### src/rtl/lmts_pkg.sv
// Package for the LCD mode timing sequencer: mode codes, request kinds,
// register indexes and the line/tick timing constants.
// No dependencies.
`default_nettype none

package lmts_pkg;

   typedef enum logic [1:0] {
      MODE_HBLANK = 2'd0,
      MODE_VBLANK = 2'd1,
      MODE_OAM    = 2'd2,
      MODE_XFER   = 2'd3
   } mode_type;

   typedef enum logic {
      REQ_TICK       = 1'b0,
      REQ_LCDC_WRITE = 1'b1
   } req_kind_type;

   typedef enum logic {
      CSR_LINE_COMPARE = 1'b0,
      CSR_IRQ_ENABLES  = 1'b1
   } csr_index_type;

   // stat_irq_enables bit positions
   localparam int unsigned IRQ_EN_HBLANK = 0;
   localparam int unsigned IRQ_EN_VBLANK = 1;
   localparam int unsigned IRQ_EN_OAM    = 2;
   localparam int unsigned IRQ_EN_COINC  = 3;

   localparam logic [9:0] LEN_OAM        = 10'd80;
   localparam logic [9:0] LEN_XFER       = 10'd172;
   localparam logic [9:0] LEN_HBLANK     = 10'd204;
   localparam logic [9:0] LEN_LINE       = 10'd456;
   localparam logic [9:0] TICK_LINE153   = 10'd4;
   localparam logic [9:0] TICKS_RESTART  = 10'd1022;

   localparam logic [7:0] FIRST_VBLANK_LINE = 8'd144;
   localparam logic [7:0] LINES_TOTAL       = 8'd154;
   localparam logic [7:0] LAST_LINE         = 8'd153;
   localparam logic [7:0] ENABLE_HOLD       = 8'd244;

endpackage

`default_nettype wire

### src/rtl/lmts_ifs.sv
// Handshake channels of the LCD mode timing sequencer: request and response.
// Depends on lmts_pkg.
`default_nettype none

interface lmts_req_if
   import lmts_pkg::*;
();
   logic         valid;
   logic         ready;
   req_kind_type req_type;
   logic         lcd_enable;

   modport source (output valid, req_type, lcd_enable, input ready);
   modport sink   (input valid, req_type, lcd_enable, output ready);
endinterface

interface lmts_rsp_if
   import lmts_pkg::*;
();
   logic       valid;
   logic       ready;
   logic [7:0] line;
   mode_type   shown_mode;
   logic       coincidence;
   logic       lcd_irq;
   logic       vblank_irq;
   logic       render_line;

   modport source (output valid, line, shown_mode, coincidence, lcd_irq, vblank_irq,
                   render_line, input ready);
   modport sink   (input valid, line, shown_mode, coincidence, lcd_irq, vblank_irq,
                   render_line, output ready);
endinterface

`default_nettype wire

### src/rtl/lcd_mode_timing_sequencer_core.sv
// LCD mode timing sequencer top level: line/mode counters, enable delay,
// status flags and interrupt pulses. Depends on lmts_pkg and lmts_ifs.
//
//   channel   dir  handshake       word
//   req_chan  in   valid/ready     req_type, lcd_enable
//   rsp_chan  out  valid/ready     line, shown_mode, coincidence, lcd_irq,
//                                  vblank_irq, render_line
//   csr_*     in   csr_wr_en       csr_index, csr_wdata
//
// One word per cycle unless the response side stalls; each request word yields its response
// word in the cycle after acceptance, from the single response register.
// req_chan.ready drops only while the response register is full and stalled.
// Reset (synchronous) clears all counters: mode OAM, line 0, LCD off.
`default_nettype none

module lcd_mode_timing_sequencer_core
   import lmts_pkg::*;
(
   input  wire        clock,
   input  wire        reset,
   lmts_req_if.sink   req_chan,
   lmts_rsp_if.source rsp_chan,
   input  wire        csr_wr_en,
   input  wire        csr_index,
   input  wire [7:0]  csr_wdata
);

   logic [7:0] line_compare_ff;
   logic [3:0] irq_en_ff;

   logic [9:0] mode_ticks_ff,  mode_ticks_in;
   logic [7:0] line_count_ff,  line_count_in;
   mode_type   cur_mode_ff,    cur_mode_in;
   mode_type   shown_mode_ff,  shown_mode_in;
   logic       coinc_ff,       coinc_in;
   logic       lcd_on_ff,      lcd_on_in;
   logic       was_off_ff,     was_off_in;
   logic [7:0] enable_wait_ff, enable_wait_in;

   logic       rsp_valid_ff;
   logic [7:0] rsp_line_ff;
   mode_type   rsp_mode_ff;
   logic       rsp_coinc_ff, rsp_lcd_irq_ff, rsp_vblank_irq_ff, rsp_render_ff;

   logic       accept;
   logic       go;
   logic [9:0] ticks_inc;
   logic [7:0] line_inc;
   logic [7:0] wait_dec;
   logic       lcd_irq, vblank_irq, render;

   assign accept         = req_chan.valid && req_chan.ready;
   assign req_chan.ready = !rsp_valid_ff || rsp_chan.ready;

   assign ticks_inc = mode_ticks_ff + 10'd1;
   assign line_inc  = line_count_ff + 8'd1;
   assign wait_dec  = enable_wait_ff - 8'd1;

   // a tick advances the counters while the LCD is on and the enable delay has run out
   assign go = (req_chan.req_type == REQ_TICK) && lcd_on_ff &&
               (!was_off_ff || (wait_dec == 8'd0));

   // next state
   always_comb begin
      mode_ticks_in  = mode_ticks_ff;
      line_count_in  = line_count_ff;
      cur_mode_in    = cur_mode_ff;
      shown_mode_in  = shown_mode_ff;
      coinc_in       = coinc_ff;
      lcd_on_in      = lcd_on_ff;
      was_off_in     = was_off_ff;
      enable_wait_in = enable_wait_ff;
      if (req_chan.req_type == REQ_LCDC_WRITE) begin
         lcd_on_in      = req_chan.lcd_enable;
         enable_wait_in = ENABLE_HOLD;
         if (!req_chan.lcd_enable) begin
            mode_ticks_in = TICKS_RESTART;
            was_off_in    = 1'b1;
            line_count_in = 8'd0;
            shown_mode_in = MODE_HBLANK;
            coinc_in      = (line_compare_ff == 8'd0);
         end
      end else if (lcd_on_ff) begin
         if (was_off_ff) begin
            enable_wait_in = wait_dec;
            if (wait_dec == 8'd0) begin
               was_off_in = 1'b0;
            end
         end
         if (go) begin
            mode_ticks_in = ticks_inc;
            case (cur_mode_ff)
               MODE_OAM: begin
                  if (ticks_inc == LEN_OAM) begin
                     mode_ticks_in = 10'd0;
                     cur_mode_in   = MODE_XFER;
                  end
               end
               MODE_XFER: begin
                  if (ticks_inc == LEN_XFER) begin
                     mode_ticks_in = 10'd0;
                     cur_mode_in   = MODE_HBLANK;
                  end
               end
               MODE_HBLANK: begin
                  if (ticks_inc == LEN_HBLANK) begin
                     mode_ticks_in = 10'd0;
                     line_count_in = line_inc;
                     cur_mode_in   = (line_inc == FIRST_VBLANK_LINE) ? MODE_VBLANK : MODE_OAM;
                  end
               end
               default: begin
                  if (ticks_inc == LEN_LINE) begin
                     mode_ticks_in = 10'd0;
                     if (line_inc == LINES_TOTAL) begin
                        line_count_in = 8'd0;
                        cur_mode_in   = MODE_OAM;
                     end else begin
                        line_count_in = line_inc;
                     end
                  end
               end
            endcase
            shown_mode_in = cur_mode_in;
            coinc_in      = (line_count_in == line_compare_ff);
         end
      end
   end

   // pulses
   always_comb begin
      lcd_irq    = 1'b0;
      vblank_irq = 1'b0;
      render     = 1'b0;
      if (go) begin
         case (cur_mode_ff)
            MODE_XFER: begin
               if (ticks_inc == LEN_XFER) begin
                  render  = 1'b1;
                  lcd_irq = irq_en_ff[IRQ_EN_HBLANK] ||
                            (irq_en_ff[IRQ_EN_COINC] && (line_count_ff == line_compare_ff));
               end
            end
            MODE_HBLANK: begin
               if ((ticks_inc == LEN_HBLANK) && (line_inc == FIRST_VBLANK_LINE)) begin
                  vblank_irq = 1'b1;
                  lcd_irq    = irq_en_ff[IRQ_EN_VBLANK];
               end
            end
            MODE_VBLANK: begin
               lcd_irq = irq_en_ff[IRQ_EN_OAM] &&
                         (((ticks_inc == TICK_LINE153) && (line_count_ff == LAST_LINE)) ||
                          ((ticks_inc == LEN_LINE) && (line_inc == LINES_TOTAL)));
            end
            default: begin
               lcd_irq = 1'b0;
            end
         endcase
      end
   end

   always_ff @(posedge clock) begin
      if (reset) begin
         line_compare_ff <= 8'd0;
         irq_en_ff       <= 4'd0;
      end else if (csr_wr_en) begin
         case (csr_index)
            CSR_LINE_COMPARE: line_compare_ff <= csr_wdata;
            CSR_IRQ_ENABLES:  irq_en_ff       <= csr_wdata[3:0];
            default:          irq_en_ff       <= irq_en_ff;
         endcase
      end
   end

   always_ff @(posedge clock) begin
      if (reset) begin
         mode_ticks_ff  <= 10'd0;
         line_count_ff  <= 8'd0;
         cur_mode_ff    <= MODE_OAM;
         shown_mode_ff  <= MODE_HBLANK;
         coinc_ff       <= 1'b0;
         lcd_on_ff      <= 1'b0;
         was_off_ff     <= 1'b0;
         enable_wait_ff <= 8'd0;
      end else if (accept) begin
         mode_ticks_ff  <= mode_ticks_in;
         line_count_ff  <= line_count_in;
         cur_mode_ff    <= cur_mode_in;
         shown_mode_ff  <= shown_mode_in;
         coinc_ff       <= coinc_in;
         lcd_on_ff      <= lcd_on_in;
         was_off_ff     <= was_off_in;
         enable_wait_ff <= enable_wait_in;
      end
   end

   always_ff @(posedge clock) begin
      if (reset) begin
         rsp_valid_ff <= 1'b0;
      end else if (accept) begin
         rsp_valid_ff <= 1'b1;
      end else if (rsp_chan.ready) begin
         rsp_valid_ff <= 1'b0;
      end
   end

   // response payload: load on accept, hold while stalled
   always_ff @(posedge clock) begin
      if (accept) begin
         rsp_line_ff       <= line_count_in;
         rsp_mode_ff       <= shown_mode_in;
         rsp_coinc_ff      <= coinc_in;
         rsp_lcd_irq_ff    <= lcd_irq;
         rsp_vblank_irq_ff <= vblank_irq;
         rsp_render_ff     <= render;
      end
   end

   assign rsp_chan.valid       = rsp_valid_ff;
   assign rsp_chan.line        = rsp_line_ff;
   assign rsp_chan.shown_mode  = rsp_mode_ff;
   assign rsp_chan.coincidence = rsp_coinc_ff;
   assign rsp_chan.lcd_irq     = rsp_lcd_irq_ff;
   assign rsp_chan.vblank_irq  = rsp_vblank_irq_ff;
   assign rsp_chan.render_line = rsp_render_ff;

   a_line_range: assert property (@(posedge clock) disable iff (reset)
      line_count_ff <= LAST_LINE)
      else $error("line counter out of range");

   a_vblank_mode: assert property (@(posedge clock) disable iff (reset)
      (rsp_valid_ff && rsp_vblank_irq_ff) |-> (rsp_mode_ff == MODE_VBLANK))
      else $error("vblank pulse outside VBlank");

   a_render_mode: assert property (@(posedge clock) disable iff (reset)
      (rsp_valid_ff && rsp_render_ff) |-> (rsp_mode_ff == MODE_HBLANK))
      else $error("render strobe outside HBlank");

   a_off_hold: assert property (@(posedge clock) disable iff (reset)
      (accept && (req_chan.req_type == REQ_TICK) && !lcd_on_ff)
      |=> ($stable(line_count_ff) && $stable(mode_ticks_ff)))
      else $error("counters moved while LCD off");

endmodule

`default_nettype wire

### src/flat_wrapper.sv
// flat-port wrapper written by rule: the top's interface ports become plain ports
module lcd_mode_timing_sequencer_core_flat import lmts_pkg::*;
  (clock, reset, csr_wr_en, csr_index, csr_wdata, req_chan_valid, req_chan_req_type, req_chan_lcd_enable, req_chan_ready, rsp_chan_valid, rsp_chan_line, rsp_chan_shown_mode, rsp_chan_coincidence, rsp_chan_lcd_irq, rsp_chan_vblank_irq, rsp_chan_render_line, rsp_chan_ready);
  lmts_req_if req_chan_i ();
  lmts_rsp_if rsp_chan_i ();
  input  wire clock;
  input  wire reset;
  input  wire csr_wr_en;
  input  wire csr_index;
  input  wire [7:0] csr_wdata;
  input wire logic [$bits(req_chan_i.valid)-1:0] req_chan_valid;
  input wire logic [$bits(req_chan_i.req_type)-1:0] req_chan_req_type;
  input wire logic [$bits(req_chan_i.lcd_enable)-1:0] req_chan_lcd_enable;
  output wire logic [$bits(req_chan_i.ready)-1:0] req_chan_ready;
  output wire logic [$bits(rsp_chan_i.valid)-1:0] rsp_chan_valid;
  output wire logic [$bits(rsp_chan_i.line)-1:0] rsp_chan_line;
  output wire logic [$bits(rsp_chan_i.shown_mode)-1:0] rsp_chan_shown_mode;
  output wire logic [$bits(rsp_chan_i.coincidence)-1:0] rsp_chan_coincidence;
  output wire logic [$bits(rsp_chan_i.lcd_irq)-1:0] rsp_chan_lcd_irq;
  output wire logic [$bits(rsp_chan_i.vblank_irq)-1:0] rsp_chan_vblank_irq;
  output wire logic [$bits(rsp_chan_i.render_line)-1:0] rsp_chan_render_line;
  input wire logic [$bits(rsp_chan_i.ready)-1:0] rsp_chan_ready;
  assign req_chan_i.valid = req_chan_valid;
  assign req_chan_i.req_type = req_chan_req_type;
  assign req_chan_i.lcd_enable = req_chan_lcd_enable;
  assign req_chan_ready = req_chan_i.ready;
  assign rsp_chan_valid = rsp_chan_i.valid;
  assign rsp_chan_line = rsp_chan_i.line;
  assign rsp_chan_shown_mode = rsp_chan_i.shown_mode;
  assign rsp_chan_coincidence = rsp_chan_i.coincidence;
  assign rsp_chan_lcd_irq = rsp_chan_i.lcd_irq;
  assign rsp_chan_vblank_irq = rsp_chan_i.vblank_irq;
  assign rsp_chan_render_line = rsp_chan_i.render_line;
  assign rsp_chan_i.ready = rsp_chan_ready;
  lcd_mode_timing_sequencer_core u_core (.clock(clock), .reset(reset), .req_chan(req_chan_i), .rsp_chan(rsp_chan_i), .csr_wr_en(csr_wr_en), .csr_index(csr_index), .csr_wdata(csr_wdata));
endmodule
### config.mk
export PLATFORM = sky130hd
export DESIGN_NAME = lcd_mode_timing_sequencer_core_flat
export DESIGN_NICKNAME = d
export VERILOG_FILES = /design/src/rtl/lmts_pkg.sv /design/src/rtl/lmts_ifs.sv /design/src/rtl/lcd_mode_timing_sequencer_core.sv /design/src/flat_wrapper.sv
export SDC_FILE = /design/constraint.sdc
export NUM_CORES = 1
export LEC_CHECK = 0
export BUFFER_PORTS_ARGS = -buffer_cell sky130_fd_sc_hd__buf_2
export CORE_ASPECT_RATIO = 2
export CORE_MARGIN = 2
export CORE_UTILIZATION = 55
export CTS_CLUSTER_SIZE = 10
export DETAILED_ROUTE_END_ITERATION = 10
export GPL_ROUTABILITY_DRIVEN = 0
export GPL_TIMING_DRIVEN = 0
export PLACE_DENSITY = 0.74
export SLEW_MARGIN = 30
export SYNTH_ARGS = -nofsm -noshare
export SYNTH_HDL_FRONTEND = slang
export SYNTH_SLANG_ARGS = --single-unit
### constraint.sdc
create_clock -name clock -period 4.2 [get_ports clock]
set_input_delay 1.05 -clock clock [delete_from_list [all_inputs] [get_ports clock]]
set_output_delay 1.05 -clock clock [all_outputs]
set_load 0.01 [all_outputs]
==> results of run 1 <==
==> placed cells by master (no fill, tap or decap), types with 5 or more instances in the layout <==
| cell type | synthesis | routed |
|---|---|---|
| a21o_1 | 7 | 7 |
| a21oi_1 | 35 | 35 |
| a22oi_1 | 6 | 6 |
| a311oi_1 | 5 | 5 |
| and3_1 | 9 | 9 |
| buf_2 | 3 | 33 |
| clkbuf_1 | 27 | 26 |
| clkbuf_16 | 0 | 9 |
| dfxtp_1 | 46 | 46 |
| edfxtp_1 | 14 | 14 |
| ha_1 | 8 | 8 |
| inv_1 | 16 | 16 |
| mux2i_1 | 11 | 11 |
| nand2_1 | 40 | 40 |
| nand2b_1 | 5 | 5 |
| nand3_1 | 19 | 19 |
| nand4_1 | 5 | 5 |
| nor2_1 | 71 | 71 |
| nor3_1 | 28 | 28 |
| nor3b_1 | 8 | 8 |
| nor4_1 | 8 | 8 |
| o211a_1 | 5 | 5 |
| o21ai_0 | 24 | 24 |
| or3_1 | 5 | 5 |
| or4_1 | 5 | 5 |
| xnor2_1 | 10 | 10 |
| xor2_1 | 9 | 9 |
==> through the flow <==
step	power (µW)	setup slack, ns	util [%]
4_1_cts	1580	0.0476	63.5
2_1_floorplan	796	0.831	-
6_report	1580	0.163	63.6
3_3_place_gp	855	0.159	59.5
3_5_place_dp	859	0.143	59.5
5_1_grt	1640	0.0190	63.6
==> worst reg2reg max path, stage by stage (launching register included) <==
cell and delay, ns:
dfxtp_1 0.46, ha_1 0.19, buf_2 0.18, nand3_2 0.17
or4_4 0.53, a211oi_2 0.35, and3_1 0.38, a221oi_1 0.15
a2111oi_1 0.46, nand4_1 0.14, or4_1 0.60, a311oi_1 0.32
==> state kept, by name (all words and copies together) (netlist names), 2 cells and up <==
signal,count
u_core.cur_mode_ff,2
u_core.line_count_ff,8
u_core.mode_ticks_ff,10
u_core.line_compare_ff,8
u_core.rsp_chan.shown_mode,2
u_core.irq_en_ff,4
u_core.enable_wait_ff,8
u_core.shown_mode_ff,2
u_core.rsp_chan.line,8
==> report_power, final <==
group          leakage (µW)  switching (µW)  internal, µW
clock              0.000142             271           455
sequential         0.000517            23.5           623
combinational       0.00110             131          75.2
==> what timing repair did <==
action	in CTS	in global routing
resized for setup	0	2
hold endpoints to repair	0	0
setup endpoints to repair	0	1
==> cell usage after synthesis (3+ instances only) <==
cell type,n
o211a_1,5
edfxtp_1,14
or2_2,4
ha_1,8
nand2_1,40
o21ai_0,24
buf_2,3
clkbuf_1,27
dfxtp_1,46
a211oi_1,5
mux2i_1,11
nand4_1,5
and3_1,9
a311oi_1,5
nand3_1,19
o211ai_1,3
nor4_1,8
a21o_1,7
nand2b_1,5
a211o_1,4
xnor2_1,10
or3_1,5
a21oi_1,35
inv_1,16
and2_1,3
nor2_1,71
xor2_1,9
a2111oi_0,3
nor3_1,28
o22ai_1,3
o41ai_1,3
nor3b_1,8
and4_1,3
a22oi_1,6
a31oi_1,4
nor2b_1,4
or4_1,5
==> worst min path at each step <==
stage                                    from             endpoint  slack (ns)  depth (start not counted)
final                     u_core.irq_en_ff[3]  u_core.irq_en_ff[3]        0.46                          2
after global routing      u_core.irq_en_ff[0]  u_core.irq_en_ff[0]        0.49                          2
after CTS                 u_core.irq_en_ff[3]  u_core.irq_en_ff[3]        0.46                          2
after detailed placement  u_core.irq_en_ff[3]  u_core.irq_en_ff[3]        0.45                          2
after global placement    u_core.irq_en_ff[3]  u_core.irq_en_ff[3]        0.45                          2
after floorplan           u_core.irq_en_ff[0]  u_core.irq_en_ff[0]        0.44                          2
==> per-layer routing <==
| metal | track usage, % | vias up | wire length (µm) |
|---|---|---|---|
| li1 | - | 1955 | - |
| met1 | 37.2 | 1842 | 4510 |
| met2 | 47.4 | 184 | 5490 |
| met3 | 5.78 | 30 | 845 |
| met4 | 12.4 | 0 | 364 |
| met5 | 0 | - | 0 |
==> area by class of cell <==
class | instances | area, µm²
sequential | 60 | 1340
clock buffer | 9 | 225
multi-input combinational | 399 | 2440
tap | 92 | 115
clock inverter | 7 | 66.3
inverter | 16 | 60.1
buffer | 34 | 151
timing repair buffer | 30 | 150
fill | 640 | 2600
==> cells by family (layout without fill, tap and decap cells) <==
group           count (synthesis)  in the layout  synth area share, %
buf+inv                        50             96                 5.27
compound gates                128            128                 21.6
xor+xnor                       19             19                 4.17
flops                          60             60                 33.6
mux                            13             13                 3.42
simple gates                  231            231                 29.4
fa+ha+maj                       8              8                 2.51
==> qor.yml, run 1 <==
run_status:
  status: "completed"
die:
  core_area_um2: 7160
  num_rows: 44
  fp.dieW_um: 64.2
  ioPinCount: 32
  die-area_um2: 7990
  die-height_um: 124
  start_util_pct: 55.8
yosys:
  synth_warnings: 0
  synthTopCellsByArea: "dfxtp_1 23%, edfxtp_1 11%, nor2_1 6.7%"
  ys.flop_type: "dfxtp_1"
  yosysSeqAreaShare_pct: 33.6
  syn_area_per_cell_um2: 7.84
  synth_cells: 509
  netlist_area_um2: 3990
  synth_edf_count: 14
  synth-seq-cells: 60
  syn-num-nets: 533
  synth_cell_types: 68
  synth_top_area_cell: "dfxtp_1"
  yosysTopAreaCellShare_pct: 23.1
  async_flop_share_pct: 0
timing:
  finalCritPeriodShare_pct: 96.1
  setup_viol: 0
  worstMarginPinSlew_ns: 0.744
  fin_crit_ns: 4.04
  timing.fmax_mhz: 248
  tns_ns: 0
  rsz0062_at_grt: "false"
  holdWs_ns: 0.462
  finClkSkew_ns: 0.00409
  hold_viol: 0
  relSlewSlack_pct: 50.2
  finalMaxSlewViolations: 0
grt:
  grt_pass1_vias: 3701
  gr-total-overflow: 0
  grt_start_max_net_pins: 24
  grt_pass1_wl_mm: 18.2
  antenna_found_initial: 0
  track_usage_pct: 29.2
placement:
  dp.final_hpwl_mm: 8.11
  dpl_cell_area_um2: 4260
  place_inst: 631
  port_buffers: 30
clock_network:
  cts_buffer_depth: 2
  cts_root_buffer: "clkbuf_16"
  numCtsBuffers: 9
  worstSkewPairLatency_ns: 0.34
  clkSlewWorstSetupHoldPaths_ns: 0.05
  hold_buffers: 0
  cts_tree: "done"
  cts.sinks: 60
  ctsHtreeMaxLevel: 3
  post_cts_buffers: 0
setup_path:
  cp_max_fo: 8
  critPathArrivalTime_ns: 4.27
  cp_num_cells: 11
  startpoint_type: "register"
  r2r_end: "u_core.coinc_ff"
  critical_path.max_stage_delay_ns: 0.60
  cp_num_buf_inv: 1
  cp_top_family: "simple AND/OR/NAND/NOR gates"
  slowest_stage: "or4_1"
  rr_startpoint: "u_core.mode_ticks_ff[1]"
  rrSetupSlack_ns: 0.16
  end_kind: "register"
  reg2reg_depth: 11
  startpoint: "u_core.mode_ticks_ff[1]"
  path_class: "register to register"
  crit_end: "u_core.coinc_ff"
  crit_chain: "ha_1 > buf_2 > nand3_2 > or4_4 > a211oi_2 > and3_1 > a221oi_1 > a2111oi_1 > nand4_1 > or4_1 > a311oi_1"
  worstPathRequired_ns: 4.44
routing:
  drt_wl_total_mm: 11.2
  post_drt_wl_per_cell_um: 17.3
  drt.antenna.violating_nets: 0
  drtPass1Iterations: 5
  routed-via-count: 4011
  first_iter_violations: 556
  route.detailed.drc: 0
  vias_per_cell: 6.20
cells_and_area:
  n_antenna_cell: 0
  syn2layout_area_growth_pct: 14.1
  fin_nets: 574
  stdcell_count: 647
  drive_gt1_share_pct: 12.1
  fin_area_um2: 4550
run:
  cap_viol_max_count: 0
min_path:
  hp-class: "register to register"
pwr:
  peakVddDrop_mv: 0.410
  p_per_area_nw_per_um2: 347
  power_leakage_uw: 0.00175
Power figures use the tool's default switching activity.
==> run 2: changes to the inputs <==
CELL_PAD_IN_SITES_DETAIL_PLACEMENT = 1   (was not set)
CELL_PAD_IN_SITES_GLOBAL_PLACEMENT = 1   (was not set)
CORE_UTILIZATION = 45   (was 55)
GPL_ROUTABILITY_DRIVEN = not set   (was 0)
PLACE_DENSITY = not set   (was 0.74)
PLACE_DENSITY_LB_ADDON = 0.1   (was not set)
==> run 2 against run 1 <==
Final area is 0.33% higher; global-route usage up 2.1 points; critical path depth unchanged; register-to-register slack improved by 0.08 ns; core utilization down 11 points; routed wire length is 32% higher; largest power group unchanged; clock skew up 0.0043 ns; maximum frequency up 2.1%; first-iteration DRC count fell by 61%; power increased by 1.7%; sequential power about the same.
==> qor.yml, run 2 (synthesis gave the netlist of run 1 again) <==
pwr:
  p_per_area_nw_per_um2: 351
  power_leakage_uw: 0.00176
  peakVddDrop_mv: 0.255
setup_path:
  crit_chain: "ha_1 > buf_2 > nand3_2 > or4_4 > a211o_1 > o41ai_1 > o211ai_1 > a2111oi_1 > nand4_1 > or4_1 > a311oi_1"
  worstPathRequired_ns: 4.45
  rr_startpoint: "u_core.mode_ticks_ff[1]"
  end_kind: "register"
  critPathArrivalTime_ns: 4.20
  cp_max_fo: 8
  path_class: "register to register"
  cp_num_buf_inv: 1
  critical_path.max_stage_delay_ns: 0.61
  startpoint_type: "register"
  r2r_end: "u_core.coinc_ff"
  rrSetupSlack_ns: 0.25
  reg2reg_depth: 11
  slowest_stage: "or4_1"
  cp_top_family: "compound AO/OA/AOI/OAI gates"
timing:
  fin_crit_ns: 3.95
  finalCritPeriodShare_pct: 94.1
  finClkSkew_ns: 0.00839
  relSlewSlack_pct: 48.6
  hold_viol: 0
  finalMaxSlewViolations: 0
  holdWs_ns: 0.471
  timing.fmax_mhz: 253
  setup_viol: 0
  tns_ns: 0
  rsz0062_at_grt: "false"
  setup_ws_ns: 0.247
  worstMarginPinSlew_ns: 0.768
grt:
  grt_pass1_vias: 4416
  busiest_layer: "met2"
  antenna_found_initial: 0
  track_usage_pct: 31.3
  grtUsageMet2_pct: 59.7
  gr-total-overflow: 0
  met3_usage_pct: 2.87
  grt_pass1_wl_mm: 23.0
  grt_use_met1_pct: 29.7
  grt_start_max_net_pins: 24
routing:
  drtPass1Iterations: 4
  drt_wl_total_mm: 14.7
  routed-via-count: 4163
  first_iter_violations: 216
  drt.antenna.violating_nets: 0
  vias_per_cell: 6.36
  post_drt_wl_per_cell_um: 22.5
  route.detailed.drc: 0
run_status:
  status: "completed"
run:
  cap_viol_max_count: 0
min_path:
  hold_start: "u_core.irq_en_ff[2]"
  hp-class: "register to register"
  holdPathEnd: "u_core.irq_en_ff[2]"
  hold_depth: 2
clock_network:
  clkSlewWorstSetupHoldPaths_ns: 0.05
  cts_root_buffer: "clkbuf_16"
  worstSkewPairLatency_ns: 0.34
  cts_tree: "done"
  post_cts_buffers: 0
  ctsHtreeMaxLevel: 3
  cts.sinks: 60
  hold_buffers: 0
  cts_buffer_depth: 2
  cts_resized: 1
  numCtsBuffers: 9
die:
  fp.dieW_um: 70.6
  die-area_um2: 9680
  start_util_pct: 46.1
  die-height_um: 137
  num_rows: 48
  ioPinCount: 32
  core_area_um2: 8650
cells_and_area:
  syn2layout_area_growth_pct: 14.5
  top_register: "u_core.mode_ticks_ff"
  fin_nets: 574
  largest_register_ffs: 10
  final_common_cell: "nor2_1"
  mostFrequentLayoutCells: "71 x nor2_1, 44 x dfxtp_1, 40 x nand2_1"
  drive_gt1_share_pct: 12.3
  n_antenna_cell: 0
  final_util_pct: 52.8
placement:
  globalplace.congestion: 0.961
  dpl_worst_slack_ns: 0.0305
  port_buffers: 30
  dp.final_hpwl_mm: 11.4
[run 2: cell count changes in the layout (fill, tap and decap cells not counted), sizes merged]
cell      previous run  this run
clkinvlp             2         1
inv                 17        16
clkinv               3         4
clkbuf              36        37
[run 2: worst max path at each step]
stage / startpoint / endpoint / slack (ns) / depth (start not counted)
floorplan: u_core.mode_ticks_ff[0] / u_core.coinc_ff / 0.83 / 11
global placement: u_core.mode_ticks_ff[1] / u_core.coinc_ff / 0.02 / 11
detailed placement: u_core.mode_ticks_ff[1] / u_core.coinc_ff / 0.03 / 11
CTS: u_core.mode_ticks_ff[1] / u_core.coinc_ff / 0.08 / 11
global route: u_core.enable_wait_ff[0] / u_core.coinc_ff / 0.01 / 11
finish: u_core.mode_ticks_ff[1] / u_core.coinc_ff / 0.25 / 11
[run 2: layer usage]
layer	wire length, µm	vias up
met4	1110	0
met5	0	-
met1	5150	2027
li1	-	1946
met3	433	71
met2	8050	119
[run 2: worst register-to-register path, stage by stage (launching register included)]
cell       delay [ns]
dfxtp_2          0.42
ha_1             0.17
buf_2            0.19
nand3_2          0.18
or4_4            0.55
a211o_1          0.42
o41ai_1          0.35
o211ai_1         0.13
a2111oi_1        0.42
nand4_1          0.14
or4_1            0.61
a311oi_1         0.28
[run 2: report_power, final]
part,leakage [µW],total [µW],internal (µW),switching [µW]
Combinational,0.00110,217,75.6,141
Clock,0.000142,739,459,280
Sequential,0.000518,650,623,27.1
Total,0.00176,1610,1160,448
[run 2: cell type report]
class	count	area [µm²]
Sequential cell	60	1340
Clock buffer	10	229
Inverter	16	60.1
Fill cell	1099	4080
Clock inverter	6	65.1
Buffer	34	151
Tap cell	100	125
Multi-Input combinational cell	399	2440
Timing Repair Buffer	30	150
[run 2: through the flow]
step	std cells	area, µm²	total power [µW]
2_1_floorplan	509	3990	796
3_3_place_gp	639	4270	865
3_5_place_dp	639	4270	874
4_1_cts	655	4560	1600
5_1_grt	655	4570	1650
6_report	655	4570	1610
==> run 3: changes to the inputs <==
clock period = 4.15 ns   (was 4.2 ns; I/O delays follow)
==> run 3 against run 2 <==
Power grew 1.2%; clock skew is essentially flat; sequential share of layout area shrank 0.10 points; final cell count is the same; flip-flop and latch count is the same; final area grew 0.36%; clock-buffer cell count is the same; non-clock buffer count is the same; global-route usage is the same; critical endpoint unchanged; first-iteration DRC count shrank 5.1%.
==> qor.yml, run 3 (synthesis gave the netlist of run 1 again) <==
run_status:
  status: "completed"
timing:
  relSlewSlack_pct: 46.0
  finalCritPeriodShare_pct: 96.0
  worstMarginPinSlew_ns: 0.810
  finalMaxSlewViolations: 0
  fin_crit_ns: 3.98
  rsz0062_at_grt: "false"
  timing.fmax_mhz: 251
  finClkSkew_ns: 0.00811
  setup_ws_ns: 0.166
  holdWs_ns: 0.476
  setup_viol: 0
  hold_viol: 0
placement:
  port_buffers: 30
  dp.final_hpwl_mm: 11.4
  globalplace.congestion: 0.961
  dpl_worst_slack_ns: -0.0195
  dpl_cell_area_um2: 4270
cells_and_area:
  syn2layout_area_growth_pct: 14.9
  largest_register_ffs: 10
  fin_area_um2: 4590
  final_common_cell: "nor2_1"
  n_antenna_cell: 0
  nFillCells: 1100
  fin_nets: 574
  mostFrequentLayoutCells: "71 x nor2_1, 44 x dfxtp_1, 40 x nand2_1"
  drive_gt1_share_pct: 12.8
  top_register: "u_core.mode_ticks_ff"
grt:
  antenna_found_initial: 0
  gr-total-overflow: 0
  grt_pass1_wl_mm: 23.0
  grt_start_max_net_pins: 24
  track_usage_pct: 31.3
  grt_pass1_vias: 4416
setup_path:
  critical_path.max_stage_delay_ns: 0.61
  slowest_stage: "or4_1"
  cp_num_cells: 11
  startpoint_type: "register"
  worstPathRequired_ns: 4.40
  path_class: "register to register"
  cp_max_fo: 8
  reg2reg_depth: 11
  crit_chain: "ha_1 > buf_2 > nand3_2 > or4_4 > a211oi_2 > and3_1 > a221oi_1 > a2111oi_1 > nand4_1 > or4_1 > a311oi_1"
  end_kind: "register"
  cp_top_family: "simple AND/OR/NAND/NOR gates"
  critPathArrivalTime_ns: 4.23
  cp_num_buf_inv: 1
die:
  start_util_pct: 46.1
  die-height_um: 137
  num_rows: 48
  fp.dieW_um: 70.6
  core_area_um2: 8650
  ioPinCount: 32
  die-area_um2: 9680
clock_network:
  ctsHtreeMaxLevel: 3
  clkSlewWorstSetupHoldPaths_ns: 0.05
  cts_tree: "done"
  hold_buffers: 0
  numCtsBuffers: 9
  cts_buffer_depth: 2
  cts_root_buffer: "clkbuf_16"
  worstSkewPairLatency_ns: 0.34
  cts.sinks: 60
pwr:
  peakVddDrop_mv: 0.259
  p_per_area_nw_per_um2: 354
  total_power_uw: 1630
  power_leakage_uw: 0.00176
routing:
  route.detailed.drc: 0
  drt_wl_total_mm: 14.9
  vias_per_cell: 6.36
  drtPass1Iterations: 4
  drt.antenna.violating_nets: 0
  post_drt_wl_per_cell_um: 22.7
  routed-via-count: 4167
  first_iter_violations: 205
run:
  cap_viol_max_count: 0
min_path:
  hold_depth: 2
  hp-class: "register to register"
[run 3: cell types whose count changed in the layout (fill, tap and decap cells not counted)]
cell,delta
nor4_1,-2
nor4_2,+2
o21ai_1,-1
o21ai_2,+1
[run 3: cell type report]
type                            instances  area [µm²]  area share [%]
Buffer                                 34         151            3.30
Clock buffer                           10         229            4.99
Clock inverter                          6        65.1            1.42
Inverter                               16        60.1            1.31
Multi-Input combinational cell        399        2460            53.7
Sequential cell                        60        1340            29.3
Tap cell                              100         125            2.73
Timing Repair Buffer                   30         150            3.27
[run 3: tightest hold or removal path: stages (launching register included)]
cell and delay (ns):
dfxtp_1 0.32, nand2_1 0.06, a21oi_1 0.05
[run 3: timing repair]
| item | 4_1_cts | 5_1_grt |
|---|---|---|
| buffers inserted | 0 | 0 |
| endpoints found under the setup margin | 1 | 3 |
| pin swaps | 0 | 0 |
| gates resized for setup | 1 | 7 |
[run 3: final timing paths]
| check | slack, ns | from | endpoint |
|---|---|---|---|
| worst max-delay path | 0.17 | u_core.mode_ticks_ff[1] | u_core.coinc_ff |
| worst min-delay path | 0.48 | u_core.irq_en_ff[2] | u_core.irq_en_ff[2] |
| worst max register to register | 0.17 | u_core.mode_ticks_ff[1] | u_core.coinc_ff |
| worst min register to register | 0.48 | u_core.irq_en_ff[2] | u_core.irq_en_ff[2] |
[run 3: where the power goes]
group / switching [µW] / internal [µW] / leakage, µW
logic: 144 / 76.6 / 0.00110
registers: 27.5 / 631 / 0.000518
clock network: 282 / 464 / 0.000142
[run 3: metrics by stage]
stage                     setup TNS [ns]  std cells  util [%]
after floorplan                        0        509         -
after global placement           -0.0319        639      49.3
after detailed placement         -0.0195        639      49.3
after CTS                              0        655      52.7
after global routing                   0        655      53.0
final                                  0        655      53.0
[run 3: routing by layer]
layer  GRT usage, %  vias to the layer above  routed length, µm
met5              0                        -                  0
met4           24.6                        0                989
met3           2.87                       66                423
met2           59.7                      123               8220
met1           29.7                     2031               5230
li1               -                     1947                  -
